===== src/hdl/mie_pkg.sv =====
// package for the extended euclidean modular inverse: sequencer states and field width
`default_nettype none

package mie_pkg;

   typedef enum logic [2:0] {
      ST_IDLE,
      ST_CHECK,
      ST_DIVIDE,
      ST_UPDATE,
      ST_FIX
   } state_type;

   localparam int unsigned FIELD_BITS = 63;

endpackage

`default_nettype wire


===== src/hdl/modular_inverse_ext_euclid.sv =====
// modular inverse by the extended euclidean algorithm, one shared iterative step unit
//
// Usage: drive req_value and req_modulus and raise start while busy is low; the
// transaction is taken at that clock edge and busy rises on the next cycle.
// The block then runs one euclid step after another on a single shared unit:
// a restoring divider that produces one quotient bit per cycle, with an
// accumulator that builds quotient times coefficient from the same bits, and
// the same accumulator adder then forms the new coefficient and the final
// sign fix. Each euclid step is a zero check, one divide step per quotient
// bit and an update; a zero remainder at the check leads to the sign fix.
// The result is shown on rsp_inverse for exactly one cycle with rsp_valid high.
// The receiver cannot stall; the result register is separate from the
// sequencer, so a new transaction may be started in the cycle the strobe shows.
// Reset (synchronous, active high) returns the sequencer to idle and clears
// the strobe; an item in progress is dropped.
`default_nettype none

module modular_inverse_ext_euclid
   import mie_pkg::*;
#(
   parameter int unsigned WORD_BITS = 64
) (
   input  wire logic                  clock,
   input  wire logic                  reset,
   input  wire logic                  start,
   output logic                       busy,
   input  wire logic [FIELD_BITS-1:0] req_value,
   input  wire logic [FIELD_BITS-1:0] req_modulus,
   output logic                       rsp_valid,
   output logic [FIELD_BITS-1:0]      rsp_inverse
);

   localparam int unsigned CNT_BITS = $clog2(WORD_BITS);
   localparam logic [CNT_BITS-1:0] CNT_LAST = CNT_BITS'(WORD_BITS - 1);

   state_type state_ff, state_in;

   logic [WORD_BITS-1:0] rem_old_ff, rem_old_in;
   logic [WORD_BITS-1:0] rem_new_ff, rem_new_in;
   logic [WORD_BITS-1:0] co_old_ff, co_old_in;
   logic [WORD_BITS-1:0] co_new_ff, co_new_in;
   logic [WORD_BITS-1:0] mod_ff, mod_in;
   logic [WORD_BITS-1:0] prod_ff, prod_in;
   logic [WORD_BITS-1:0] part_ff, part_in;
   logic [WORD_BITS-1:0] quo_ff, quo_in;
   logic [CNT_BITS-1:0]  cnt_ff, cnt_in;
   logic                 rsp_valid_ff, rsp_valid_in;
   logic [FIELD_BITS-1:0] rsp_inverse_ff, rsp_inverse_in;

   logic [63:0]          value_ext, modulus_ext, fix_ext;
   logic [WORD_BITS-1:0] value_w, modulus_w;

   // divider step
   logic [WORD_BITS:0]   trial_shift, trial_diff;
   logic                 quo_bit;
   logic [WORD_BITS-1:0] part_next;

   // shared accumulator adder
   logic [WORD_BITS-1:0] acc_a, acc_b, acc_sum;
   logic                 acc_cin;

   logic accept, div_last, rem_zero;

   assign value_ext   = {1'b0, req_value};
   assign modulus_ext = {1'b0, req_modulus};
   assign value_w     = value_ext[WORD_BITS-1:0];
   assign modulus_w   = modulus_ext[WORD_BITS-1:0];

   assign accept   = start && (state_ff == ST_IDLE);
   assign div_last = (cnt_ff == CNT_LAST);
   assign rem_zero = (rem_new_ff == '0);

   assign trial_shift = {part_ff, quo_ff[WORD_BITS-1]};
   assign trial_diff  = trial_shift - {1'b0, rem_new_ff};
   assign quo_bit     = ~trial_diff[WORD_BITS];
   assign part_next   = quo_bit ? trial_diff[WORD_BITS-1:0] : trial_shift[WORD_BITS-1:0];

   assign acc_sum = acc_a + acc_b + {{(WORD_BITS-1){1'b0}}, acc_cin};
   assign fix_ext = 64'(co_old_ff[WORD_BITS-1] ? acc_sum : co_old_ff);

   // next state
   always_comb begin
      state_in = state_ff;
      case (state_ff)
         ST_IDLE: begin
            if (start) state_in = ST_CHECK;
         end
         ST_CHECK: begin
            state_in = rem_zero ? ST_FIX : ST_DIVIDE;
         end
         ST_DIVIDE: begin
            if (div_last) state_in = ST_UPDATE;
         end
         ST_UPDATE: begin
            state_in = ST_CHECK;
         end
         ST_FIX: begin
            state_in = ST_IDLE;
         end
         default: begin
            state_in = ST_IDLE;
         end
      endcase
   end

   // adder operand selection and datapath next values
   always_comb begin
      acc_a          = co_old_ff;
      acc_b          = mod_ff;
      acc_cin        = 1'b0;
      rem_old_in     = rem_old_ff;
      rem_new_in     = rem_new_ff;
      co_old_in      = co_old_ff;
      co_new_in      = co_new_ff;
      mod_in         = mod_ff;
      prod_in        = prod_ff;
      part_in        = part_ff;
      quo_in         = quo_ff;
      cnt_in         = cnt_ff;
      rsp_valid_in   = 1'b0;
      rsp_inverse_in = rsp_inverse_ff;
      case (state_ff)
         ST_IDLE: begin
            if (start) begin
               rem_old_in = modulus_w;
               rem_new_in = value_w;
               co_old_in  = '0;
               co_new_in  = {{(WORD_BITS-1){1'b0}}, 1'b1};
               mod_in     = modulus_w;
            end
         end
         ST_CHECK: begin
            part_in = '0;
            quo_in  = rem_old_ff;
            prod_in = '0;
            cnt_in  = '0;
         end
         ST_DIVIDE: begin
            // quotient bits arrive msb first, so shift-and-add gives quo * co_new
            acc_a   = {prod_ff[WORD_BITS-2:0], 1'b0};
            acc_b   = quo_bit ? co_new_ff : '0;
            prod_in = acc_sum;
            part_in = part_next;
            quo_in  = {quo_ff[WORD_BITS-2:0], quo_bit};
            cnt_in  = cnt_ff + 1'b1;
         end
         ST_UPDATE: begin
            acc_a      = co_old_ff;
            acc_b      = ~prod_ff;
            acc_cin    = 1'b1;
            co_old_in  = co_new_ff;
            co_new_in  = acc_sum;
            rem_old_in = rem_new_ff;
            rem_new_in = part_ff;
         end
         ST_FIX: begin
            rsp_inverse_in = fix_ext[FIELD_BITS-1:0];
            rsp_valid_in   = 1'b1;
         end
         default: begin
         end
      endcase
   end

   always_ff @(posedge clock) begin
      if (reset) begin
         state_ff     <= ST_IDLE;
         rsp_valid_ff <= 1'b0;
      end else begin
         state_ff     <= state_in;
         rsp_valid_ff <= rsp_valid_in;
      end
   end

   always_ff @(posedge clock) begin
      rem_old_ff     <= rem_old_in;
      rem_new_ff     <= rem_new_in;
      co_old_ff      <= co_old_in;
      co_new_ff      <= co_new_in;
      mod_ff         <= mod_in;
      prod_ff        <= prod_in;
      part_ff        <= part_in;
      quo_ff         <= quo_in;
      cnt_ff         <= cnt_in;
      rsp_inverse_ff <= rsp_inverse_in;
   end

   assign busy        = (state_ff != ST_IDLE);
   assign rsp_valid   = rsp_valid_ff;
   assign rsp_inverse = rsp_inverse_ff;

   // divisor is never zero while dividing
   a_div_nonzero: assert property (@(posedge clock) disable iff (reset)
      (state_ff == ST_DIVIDE) |-> (rem_new_ff != '0))
      else $error("division started with a zero divisor");

   // the partial remainder stays below the divisor
   a_part_below: assert property (@(posedge clock) disable iff (reset)
      (state_ff == ST_UPDATE) |-> (part_ff < rem_new_ff))
      else $error("remainder not below divisor at update");

   // a result only follows the sign fix
   a_rsp_after_fix: assert property (@(posedge clock) disable iff (reset)
      rsp_valid_ff |-> ($past(state_ff) == ST_FIX))
      else $error("result strobe without a sign fix");

   // an accepted transaction always goes to the zero check
   a_accept_check: assert property (@(posedge clock) disable iff (reset)
      accept |=> (state_ff == ST_CHECK))
      else $error("accepted transaction did not start");

endmodule

`default_nettype wire


===== config.mk =====
export PLATFORM = sky130hd
export DESIGN_NAME = modular_inverse_ext_euclid
export DESIGN_NICKNAME = d
export VERILOG_FILES = /design/src/hdl/mie_pkg.sv /design/src/hdl/modular_inverse_ext_euclid.sv
export SDC_FILE = /design/constraint.sdc
export NUM_CORES = 1
export LEC_CHECK = 0
export BUFFER_PORTS_ARGS = -buffer_cell sky130_fd_sc_hd__buf_2
export CORE_MARGIN = 4
export CORE_UTILIZATION = 35
export DETAILED_ROUTE_END_ITERATION = 16
export GPL_ROUTABILITY_DRIVEN = 0
export HOLD_SLACK_MARGIN = 0.06
export PLACE_DENSITY = 0.61
export REMOVE_ABC_BUFFERS = 1
export SKIP_LAST_GASP = 1
export SLEW_MARGIN = 10
export SYNTH_ARGS = -nofsm -noshare
export SYNTH_HDL_FRONTEND = slang
export SYNTH_SLANG_ARGS = --single-unit

===== constraint.sdc =====
create_clock -name clock -period 28.7 [get_ports clock]
set_input_delay 1.435 -clock clock [delete_from_list [all_inputs] [get_ports clock]]
set_output_delay 1.435 -clock clock [all_outputs]
set_load 0.02 [all_outputs]

Word-level counts from Yosys, hierarchy flattened:

Cells that the tools add are included.

* bits in registers: 584
* bits of input ports: 129
* word-level logic and storage cells: 56

* add/subtract/negate cells: 4
* eq/ne operators: 7
* muxes and demuxes: 23
* bitwise logic cells: 2
* reduce and logical (&&, ||, !) cells: 8

Operators by type and width (count)
* 64-bit one-hot mux with 2 select lines: 8
* 64-bit two-way mux: 7
* 65-bit by 64-bit subtractor with 65-bit output: 1
* 64-bit by 1-bit adder with 64-bit output: 1
* 64-bit adder: 1
* 64-bit zero test: 1
* 64-bit inverter: 1
* 63-bit two-way mux: 1
* 3-bit one-hot mux with 4 select lines: 1
* 6-bit one-hot mux with 2 select lines: 1
* 3-bit two-way mux: 3
* 6-bit by 1-bit adder with 6-bit output, second input constant: 1
* 3-bit by 2-bit equality test with 1-bit output, second input constant: 2
* 6-bit equality test, second input constant: 1
* 2-bit AND reduction: 3
* 2-bit inequality test, second input constant: 2
* 2-bit nonzero test: 2
* 3-bit by 1-bit equality test with 1-bit output, second input constant: 1
* 3-bit equality test, second input constant: 1
* 3-bit zero test: 1
* 3-bit nonzero test: 1
* 1-bit two-way mux: 2
* 1-bit inverter: 1

Depth between registers and ports, before layout:

* depth after elaboration: 6
* gate-level depth with buffers: 26

Worst setup path after synthesis:

No wires, ideal clock.

* kind: reg2reg
* from: register state_ff[0]
* to: register cnt_ff[0] (enable)
* library setup time: 822 ps
* data arrival time: 10711 ps
* setup slack: 17167 ps
* stages on the path, launching flop included: 7
* period minus slack after synthesis: 11533 ps
* cell sequence: dfxtp_1 > clkbuf_1 > inv_1 > clkbuf_1 > clkbuf_1 > nand2_1 > a21oi_1

* cells in the longest elaborated chain, start to end: 2
* elaborated cells on any way between the ends: 3

RTL lines
* from (decl): RTL line modular_inverse_ext_euclid.sv:36 `state_type state_ff, state_in;`
* from (signal assigned): RTL line modular_inverse_ext_euclid.sv:170 `state_ff <= state_in;`
* 3-bit by 2-bit equality test with 1-bit output or 3-bit by 1-bit equality test with 1-bit output (tied branches): RTL line modular_inverse_ext_euclid.sv:122 `case (state_ff)`
* 2-bit nonzero test (no line) (*)
* to (signal assigned): RTL line modular_inverse_ext_euclid.sv:184 `cnt_ff <= cnt_in;`
* to (decl): RTL line modular_inverse_ext_euclid.sv:46 `logic [CNT_BITS-1:0] cnt_ff, cnt_in;`

Every way passes the cells marked *; elsewhere a longest branch is shown, timed or not.
A chain may end at the register's enable or synchronous reset.

Worst setup path after layout:

* from: register rem_new_ff[0]
* to: register co_new_ff[58] (data pin)

* cells in the longest elaborated chain, start to end: 6

RTL lines
* from (decl): RTL line modular_inverse_ext_euclid.sv:39 `logic [WORD_BITS-1:0] rem_new_ff, rem_new_in;`
* from (signal assigned): RTL line modular_inverse_ext_euclid.sv:177 `rem_new_ff <= rem_new_in;`
* 65-bit by 64-bit subtractor with 65-bit output: RTL line modular_inverse_ext_euclid.sv:74 `assign trial_diff = trial_shift - {1'b0, rem_new_ff};`
* 64-bit two-way mux: RTL line modular_inverse_ext_euclid.sv:141 `acc_b = quo_bit ? co_new_ff : '0;`
* 64-bit one-hot mux with 2 select lines: RTL line modular_inverse_ext_euclid.sv:122
* 64-bit adder: RTL line modular_inverse_ext_euclid.sv:78 `assign acc_sum = acc_a + acc_b + {{(WORD_BITS-1){1'b0}}, acc_cin};`
* 64-bit by 1-bit adder with 64-bit output: RTL line modular_inverse_ext_euclid.sv:78
* 64-bit one-hot mux with 2 select lines: RTL line modular_inverse_ext_euclid.sv:122
* to (signal assigned): RTL line modular_inverse_ext_euclid.sv:179 `co_new_ff <= co_new_in;`
* to (decl): RTL line modular_inverse_ext_euclid.sv:41 `logic [WORD_BITS-1:0] co_new_ff, co_new_in;`

No other way between the ends.

==> results.cfg <==
[outcome]
outcome = finished clean

[setup_path]
critical_path_depth = 25
classification_of_the_worst_setup_path = flop to flop
crit_path_launch_type = flop
cp_slowest_cell = o211ai_1
worst_path_dominant_cell_family = compound AO/OA/AOI/OAI gates
critical_path.n_buffers_inverters = 1
timing.reg2reg.worst_path_depth = 25
data_required_time_at_the_worst_endpoint_ns = 29.08
worst_path_arrival_time_ns = 7.80
r2r_start = rem_new_ff[0]
timing.critical_path.fanout_max = 57
reg2reg_slack_ns = 21.28
worst_path_largest_cell_delay_ns = 0.58
path_common_cell = fa_1
crit-reg2reg-capture = co_new_ff[58]
worst_setup_path_end_kind = flop

[grt]
grt_pass1_wl_um = 149000
via_count_of_the_first_global_routing_pass = 24800
grt_use_total_pct = 19.3
grt_start_max_net_pins = 131
grt_antenna_before_repair = 5
grt.overflow.total = 0

[logic_synthesis]
yosys-top-cells-count = nand2_1, edfxtp_1, nor2_1, o21ai_0, a21oi_1
post_synth_mux_area_share_pct = 0.404
seq_area_frac_synth_pct = 53.3
synthXorXnorAreaFrac_pct = 3.06
synth.most_common_cell = nand2_1
synth-compound-area-share_pct = 14.0
synth_ff_type = edfxtp_1
syn_inst = 3486
async_reset_ff_share_pct = 0
synthesis.area_per_instance_um2 = 9.42
netlist-cell-type-count = 95
ys.warnings.count = 0
ys_top_cells_by_area = edfxtp_1, nand2_1, ha_1
yosys.area_share.adder_pct = 5.02
synthDominantAreaCellType = edfxtp_1
number_of_enable_flip_flop_cells_after_synthesis = 580
synth.top_cell.area_share_pct = 53.0
netlist_area_um2 = 32800
ys_seq_elements = 584
synth_top_family_by_area = simple AND/OR/NAND/NOR gates
synth_simple_gate_area_share_pct = 20.5

[cts]
clock-root-buffer = clkbuf_16
cts.path.max_buffers = 3
cts-buffers-inserted = 60
htree_levels = 2
cts_tree = done
cts_sinks = 584
post_cts_resized = 0
cts_hold_buffers = 0
clk_pin_slew_worst_paths_ns = 0.06
clk-insertion-delay-late_ns = 0.64
post_cts_setup_bufs = 0

[floorplanning]
pin_count = 194
floorplan.die.height_um = 314
die_w_um = 314
initial_utilization_pct = 35.2
fp.dieArea_um2 = 98800
core.rowCount = 112
core_area_um2 = 93200

[final_layout]
layout.cell_area.non_filler_um2 = 36700
area_delta_synth_final_pct = 11.9
final_layout_size_suffix_gt1_share_pct = 9.64
num-fill-cells = 9265
layout.nets = 3817

[placed_design]
dp_slack_ns = 21.42
io_buffers = 193
dpl_cell_area_um2 = 34800
detailed_placement_hpwl_um = 67500

[drt]
detail_route.wl_per_cell_um = 20.1
detail_route.iter0.violations = 2353
route.detailed.vias_per_inst = 5.31
drtAntennaViolNets = 0
remaining_drc_errors = 0
via_count = 25800
routed_wire_length_um = 97800
dr.pass1.iters = 6

[power_and_ir_drop]
power.density_cell_area_nw_per_um2 = 67.7
leakagePower_nw = 15.0
vdd.ir_drop.worst_mv = 0.0551

[worst_hold_path]
min_from = rem_old_ff[27]
min-delay-path-class = flop to flop
terminating_pin_of_the_worst_hold_path = quo_ff[27]
hold_depth = 2

[sta]
max_slew_headroom_at_the_worst_pin_pct = 27.6
finClkSkew_ns = 0.0265
final.setup.worst_slack_ns = 21.28
timing_worst_slew_pin_value_ns = 1.08
rsz0062_at_grt = no
hold_viol_final = 0
slew_viol_final = 0
max_freq_mhz = 135
timing.final.setup_violations = 0
setup_total_negative_slack_ns = 0
finalCritPeriodShare_pct = 25.8
fin_crit_ns = 7.42

[job]
timing.max_cap.violations = 0
## logic make-up (layout without fill, tap and decap cells)
| family | count (synthesis) | after routing |
|---|---|---|
| AND/OR/NAND/NOR | 1577 | 1577 |
| buffers and inverters | 310 | 424 |
| other | 0 | 2 |
| XOR/XNOR | 113 | 113 |
| adder cells (fa/ha/maj) | 130 | 130 |
| AO/OA/AOI/OAI | 759 | 759 |
| multiplexers | 13 | 13 |
| flip-flops | 584 | 584 |
## power breakdown
part	internal (mW)	leakage [nW]	switching [mW]	total [mW]
Sequential	1.04	5.61	0.0359	1.07
Combinational	0.205	8.43	0.433	0.639
Clock	0.441	0.928	0.334	0.775
Total	1.68	15.0	0.803	2.49
## worst reg2reg max path, cell delays in order, from the launching register on
cell and delay (ns):
edfxtp_1 0.42, ha_1 0.24, fa_1 0.40, and2b_1 0.23
o31a_1 0.22, a21oi_2 0.10, o21ai_2 0.31, a21oi_1 0.18
a211oi_2 0.46, nor2_4 0.12, xor2_4 0.17, buf_4 0.33
o221ai_1 0.36, o21ai_0 0.14, fa_1 0.46, fa_1 0.42
nor2b_1 0.14, o21a_1 0.15, o21ai_0 0.11, a21oi_1 0.33
a311o_1 0.30, a21oi_2 0.14, o211ai_1 0.59, a21boi_2 0.24
and4_1 0.26, or3_1 0.34
## final cells by class
| type | count | area (um^2) | share of cell area, % |
|---|---|---|---|
| sequential | 584 | 17500 | 47.6 |
| multi-input combinational | 2592 | 14200 | 38.6 |
| clock buffer | 83 | 1680 | 4.57 |
| tap | 1254 | 1570 | 4.27 |
| timing repair buffer | 217 | 1180 | 3.22 |
| inverter | 103 | 398 | 1.08 |
| clock inverter | 21 | 214 | 0.582 |
| antenna | 2 | 5.00 | 0.0136 |
## sequential cells by signal, indices dropped and copies added, names as in the netlist
signal,cells
cnt_ff,6
co_new_ff,64
co_old_ff,64
mod_ff,63
part_ff,64
prod_ff,64
quo_ff,64
rem_new_ff,64
rem_old_ff,64
rsp_inverse,63
rsp_valid,1
state_ff,3
## how the worst max path moves through the flow
stage / from / endpoint / slack, ns
global route: rem_new_ff[0] / co_new_ff[58] / 21.05
floorplan: state_ff[0] / cnt_ff[0] / 15.56
CTS: rem_new_ff[0] / co_new_ff[58] / 21.39
global placement: rem_new_ff[0] / co_new_ff[58] / 21.55
detailed placement: rem_new_ff[0] / co_new_ff[58] / 21.42
finish: rem_new_ff[0] / co_new_ff[58] / 21.28
## layout by cell type (no fill, tap or decap), drive strengths merged, types with 15 or more instances in the layout
cell type	count
and3	83
edfxtp	580
o21ai	274
o21a	22
nor2b	19
a21o	57
xor2	45
nor3	25
nand4	50
nor4	26
nand2	969
and2	17
nand2b	17
ha	127
buf	217
nor2	281
nand3	46
o21bai	15
a31oi	78
o211ai	17
a21oi	207
inv	105
xnor2	68
clkbuf	83
## through the flow
step	std cells	utilization [%]	hold WS [ns]	total power, mW
after floorplan	3279	-	0.484	1.54
after global placement	4750	37.4	0.486	1.72
after detailed placement	4750	37.4	0.494	1.72
after global routing	4856	39.4	0.522	2.61
after CTS	4854	39.4	0.499	2.50
final	4856	39.4	0.500	2.49
## per-layer routing
metal	wire, um	global-route usage, %	vias up
li1	-	-	12500
met1	43100	26.5	12200
met2	44800	31.1	915
met3	5670	2.53	173
met4	4130	7.50	4
met5	27	0	-
(Power assumes the default switching activity.)
